File: src/sv/gcum_pkg.sv
// ----------------------------------------------------------------------------
// gcum_pkg: shared types and constants of the grid cell union merge unit
// Field widths, sequencer states, direction and status codes, register indexes.
// ----------------------------------------------------------------------------
package gcum_pkg;

   localparam int unsigned FROM_W    = 10;
   localparam int unsigned DIR_W     = 2;
   localparam int unsigned CFG_W     = 11;
   localparam int unsigned STATUS_W  = 2;
   localparam int unsigned TO_W      = 10;
   localparam int unsigned LEFT_W    = 11;
   localparam int unsigned JOIN_W    = 11;
   localparam int unsigned PROD_W    = 2 * CFG_W;
   localparam int unsigned DIV_CNT_W = $clog2(FROM_W);
   localparam int unsigned CSR_IDX_W = 1;

   localparam logic [CFG_W-1:0]     CFG_RESET_VALUE = CFG_W'(32);
   localparam logic [LEFT_W-1:0]    LEFT_MAX        = '1;
   localparam logic [JOIN_W-1:0]    JOIN_MAX        = '1;
   localparam logic [CSR_IDX_W-1:0] CSR_COLUMN_COUNT = CSR_IDX_W'(0);
   localparam logic [CSR_IDX_W-1:0] CSR_ROW_COUNT    = CSR_IDX_W'(1);

   typedef enum logic [DIR_W-1:0] {
      DIR_NORTH,
      DIR_SOUTH,
      DIR_WEST,
      DIR_EAST
   } gcum_dir_type;

   typedef enum logic [STATUS_W-1:0] {
      STATUS_JOINED,
      STATUS_OFF_GRID,
      STATUS_SAME_SET
   } gcum_status_type;

   typedef enum logic [3:0] {
      ST_CLEAR,
      ST_IDLE,
      ST_MUL_GRID,
      ST_GRID,
      ST_RANGE,
      ST_DIV,
      ST_NEIGH,
      ST_MUL_CAND,
      ST_CAND,
      ST_RD_FROM,
      ST_RD_TO,
      ST_CMP,
      ST_SCAN,
      ST_SCAN_END,
      ST_DONE
   } gcum_state_type;

   typedef struct packed {
      logic busy;
      logic done;
   } gcum_div_stat_type;

endpackage

File: src/sv/gcum_div.sv
// ----------------------------------------------------------------------------
// gcum_div: bit-serial restoring divider
// Splits a cell index into row and column, one quotient bit per cycle.
// ----------------------------------------------------------------------------
module gcum_div import gcum_pkg::*; (
   input  logic              clock,
   input  logic              reset,
   input  logic              start,
   input  logic [FROM_W-1:0] dividend,
   input  logic [CFG_W-1:0]  divisor,
   output logic [FROM_W-1:0] quotient,
   output logic [CFG_W-1:0]  remainder,
   output gcum_div_stat_type stat
);

   localparam logic [DIV_CNT_W-1:0] LAST_STEP = DIV_CNT_W'(FROM_W - 1);

   logic                 busy_ff, busy_in;
   logic                 done_ff, done_in;
   logic [DIV_CNT_W-1:0] cnt_ff, cnt_in;
   logic [CFG_W-1:0]     rem_ff, rem_in;
   logic [FROM_W-1:0]    quo_ff, quo_in;
   logic [CFG_W-1:0]     dvs_ff, dvs_in;
   logic [CFG_W:0]       trial;
   logic [CFG_W:0]       diff;
   logic                 fits;

   always_comb begin
      trial   = {rem_ff, quo_ff[FROM_W-1]};
      diff    = trial - {1'b0, dvs_ff};
      fits    = trial >= {1'b0, dvs_ff};
      busy_in = busy_ff;
      done_in = 1'b0;
      cnt_in  = cnt_ff;
      rem_in  = rem_ff;
      quo_in  = quo_ff;
      dvs_in  = dvs_ff;
      if (start) begin
         busy_in = 1'b1;
         cnt_in  = '0;
         rem_in  = '0;
         quo_in  = dividend;
         dvs_in  = divisor;
      end else if (busy_ff) begin
         rem_in = fits ? diff[CFG_W-1:0] : trial[CFG_W-1:0];
         quo_in = {quo_ff[FROM_W-2:0], fits};
         cnt_in = cnt_ff + 1'b1;
         if (cnt_ff == LAST_STEP) begin
            busy_in = 1'b0;
            done_in = 1'b1;
         end
      end
   end

   always_ff @(posedge clock) begin
      if (reset) begin
         busy_ff <= 1'b0;
         done_ff <= 1'b0;
         cnt_ff  <= '0;
      end else begin
         busy_ff <= busy_in;
         done_ff <= done_in;
         cnt_ff  <= cnt_in;
      end
   end

   always_ff @(posedge clock) begin
      rem_ff <= rem_in;
      quo_ff <= quo_in;
      dvs_ff <= dvs_in;
   end

   assign quotient  = quo_ff;
   assign remainder = rem_ff;
   assign stat      = '{busy: busy_ff, done: done_ff};

endmodule

File: config.mk
export PLATFORM = sky130hd
export DESIGN_NAME = gcum_div
export DESIGN_NICKNAME = d
export VERILOG_FILES = /design/src/sv/gcum_pkg.sv /design/src/sv/gcum_div.sv
export SDC_FILE = /design/constraint.sdc
export NUM_CORES = 1
export LEC_CHECK = 0
export ABC_AREA = 1
export BUFFER_PORTS_ARGS = -buffer_cell sky130_fd_sc_hd__buf_4
export CELL_PAD_IN_SITES_DETAIL_PLACEMENT = 1
export CELL_PAD_IN_SITES_GLOBAL_PLACEMENT = 1
export CORE_UTILIZATION = 40
export CTS_CLUSTER_DIAMETER = 60
export DETAILED_ROUTE_END_ITERATION = 6
export PLACE_DENSITY = 0.9
export RECOVER_POWER = 50
export REMOVE_ABC_BUFFERS = 1
export SLEW_MARGIN = 30
export SYNTH_ARGS = -nofsm -noshare
export SYNTH_HDL_FRONTEND = slang
export SYNTH_SLANG_ARGS = --single-unit
File: constraint.sdc
create_clock -name clock -period 2.2 [get_ports clock]
set_input_delay 0.33 -clock clock [delete_from_list [all_inputs] [get_ports clock]]
set_output_delay 0.33 -clock clock [all_outputs]
set_load 0.05 [all_outputs]
==> flow_summary.ini <==
[clock_tree]
cts.clk_slew.worst_paths_ns = 0.08
cts_max_level = 2
ctsHoldBuffers = 0
clk_latency_ns = 0.30
cts_root_buffer = clkbuf_8
cts_tree = built
numCtsBuffers = 5
numClockSinks = 38
cts_buffer_depth = 2

[setup_path]
start_kind = flip-flop
path_max_fanout = 12
cp.arrival_ns = 2.26
rrSetupSlack_ns = 0.13
critPathCaptureType = flip-flop
reg2reg_from = quotient[9]$_DFFE_PP_
required_ns = 2.39
reg2reg_to = remainder[6]$_SDFFE_PP0P_
reg2reg_depth = 11
critical_path_class = reg -> reg
critPathLaunch = quotient[9]$_DFFE_PP_

[power]
p_leak_uw = 0.00143
power.density_mw_per_mm2 = 602
vdd_ir_drop_max_mv = 0.380

[routing]
routed_via_density = 5.06
route.detailed.drc = 0
wl_per_cell_um = 14.4
ant_nets = 0
dr.pass1.iters = 4
drt_wl_total_um = 6120
via_count = 2144
drt_iter0_drc = 92

[timing]
setup-tns-final_ns = 0
fmax_mhz = 484
skew_ns = 0.00593
setup_viol = 0
drv_slew = 0
min_period_ns = 2.07
slew_headroom_pct = 17.2
timing.final.hold_violations = 0
period_share_pct = 94.0
tightestPinTransition_ns = 1.24

[placed_design]
place_inst = 414
placed_cell_area_sq_mm = 0.00273
hpwl_um = 4610
gp_congestion = 0.821
port_buffers = 46

[die]
die_x_um = 78.6
fp.dieH_um = 78.6
rows = 27
die_area_sq_mm = 0.00618
floorplan.initialDensity_pct = 42.1
coreArea_sq_mm = 0.00557
io_pins = 47

[synthesis]
synth_cell_type_count = 29
yosysWarnings = 0
synth.top_cell.area_share_pct = 26.9
synthCells = 303
synth-seq-cells = 38
seq_area_frac_synth_pct = 41.3
syn_area_sq_mm = 0.00235
synth_area_leaders = edfxtp_1 (27%), nand2_1 (15%), dfxtp_1 (14%)
syn_avg_cell_area_sq_um = 7.75
synth_top_area_cell = edfxtp_1

[final_layout]
fin_cells = 424
final_cell_mix = nand2_1 (95), inv_1 (48), buf_4 (36)
diodes = 0
layout_commonest_cell = nand2_1
nets = 389
area_delta_synth_final_pct = 20.5
post-route-util_pct = 50.8
stdcell_area_sq_mm = 0.00283
drive_gt1_share_pct = 23.9

[global_routing]
antenna_found_initial = 0
gr-total-overflow = 0
grt_pass1_wl_um = 10300
grt_pass1_vias = 2248
grt_max_degree = 25
track_usage_pct = 21.6

[run]
cap_violations = 0

[status]
status = completed

[worst_hold_path]
hold_path_depth = 2
worstHoldStart = reset
hp-class = in -> reg
hold-path-endpoint = busy_ff$_SDFF_PP0_
## worst max-delay path, cell delays in order (launching register included)
cell      delay (ns)
edfxtp_1        0.35
inv_1           0.06
ha_1            0.22
fa_1            0.43
inv_1           0.10
nand3_1         0.08
nand3_2         0.12
nand2_2         0.09
nand4_4         0.19
nand3_1         0.15
nand3_1         0.11
nand2_1         0.06
## power breakdown
group          leakage (uW)  internal (uW)  switching [uW]  total [uW]
combinational       0.00103            112             231         343
clock             0.0000478            258             278         536
sequential         0.000349            797            26.5         823
total               0.00143           1170             536        1700
## cells by family (layout without fill, tap and decap cells)
| kind of cell | count (synthesis) | after routing | synth area share [%] |
|---|---|---|---|
| flip-flops | 38 | 38 | 41.3 |
| AND/OR/NAND/NOR | 174 | 174 | 35.3 |
| AO/OA/AOI/OAI | 12 | 12 | 2.82 |
| XOR/XNOR | 3 | 3 | 1.12 |
| adder cells (fa/ha/maj) | 14 | 14 | 7.78 |
| buffers and inverters | 62 | 111 | 11.6 |
## metal layers
metal,wire length (um),global-route usage (%)
met5,0,0
met3,286,4.77
met2,3020,38.3
met4,135,9.63
met1,2670,24.4
## per-stage QoR
step | setup slack (ns) | power (uW) | hold slack [ns]
floorplan | -0.0489 | 1060 | 0.399
global route | -0.00952 | 1780 | 0.176
finish | 0.132 | 1700 | 0.180
detailed placement | 0.169 | 1190 | 0.448
global placement | 0.263 | 1170 | 0.438
CTS | 0.115 | 1720 | 0.174
## sequential cells by signal (all words and copies together) (netlist names)
signal     cells
quotient      10
busy_ff        1
remainder     11
dvs_ff        11
cnt_ff         4
done_ff        1
## layout make-up
| cell class | count | area, sq um |
|---|---|---|
| clock inverters | 2 | 16.3 |
| inverters | 51 | 191 |
| repair buffers | 52 | 372 |
| flip-flops and latches | 38 | 971 |
| fillers | 716 | 2740 |
| multi-input cells | 203 | 1110 |
| well taps | 72 | 90.1 |
| clock buffers | 6 | 82.6 |
## cell usage after synthesis, drive strengths merged
master,number
a211oi,1
ha,13
nand4,15
and2,1
xor2,1
buf,7
nand2,108
o21ai,3
nor2,16
dfxtp,17
clkbuf,4
nor3,1
or2,1
fa,1
a21oi,8
nand3,32
xnor2,2
inv,51
edfxtp,21
## worst max-delay path by stage
stage,depth (start not counted),end
after detailed placement,11,remainder[6]$_SDFFE_PP0P_
after floorplan,11,remainder[5]$_SDFFE_PP0P_
after CTS,11,remainder[6]$_SDFFE_PP0P_
after global placement,10,quotient[0]$_DFFE_PP_
final,11,remainder[6]$_SDFFE_PP0P_
after global routing,12,remainder[4]$_SDFFE_PP0P_
## what timing repair did
| item | in CTS | in global routing |
|---|---|---|
| endpoints found under the hold margin | 0 | 0 |
| endpoints found under the setup margin | 0 | 1 |
| resized for setup | 0 | 0 |
| buffers inserted | 0 | 2 |
Note: power is estimated with default switching activity, not from simulation.
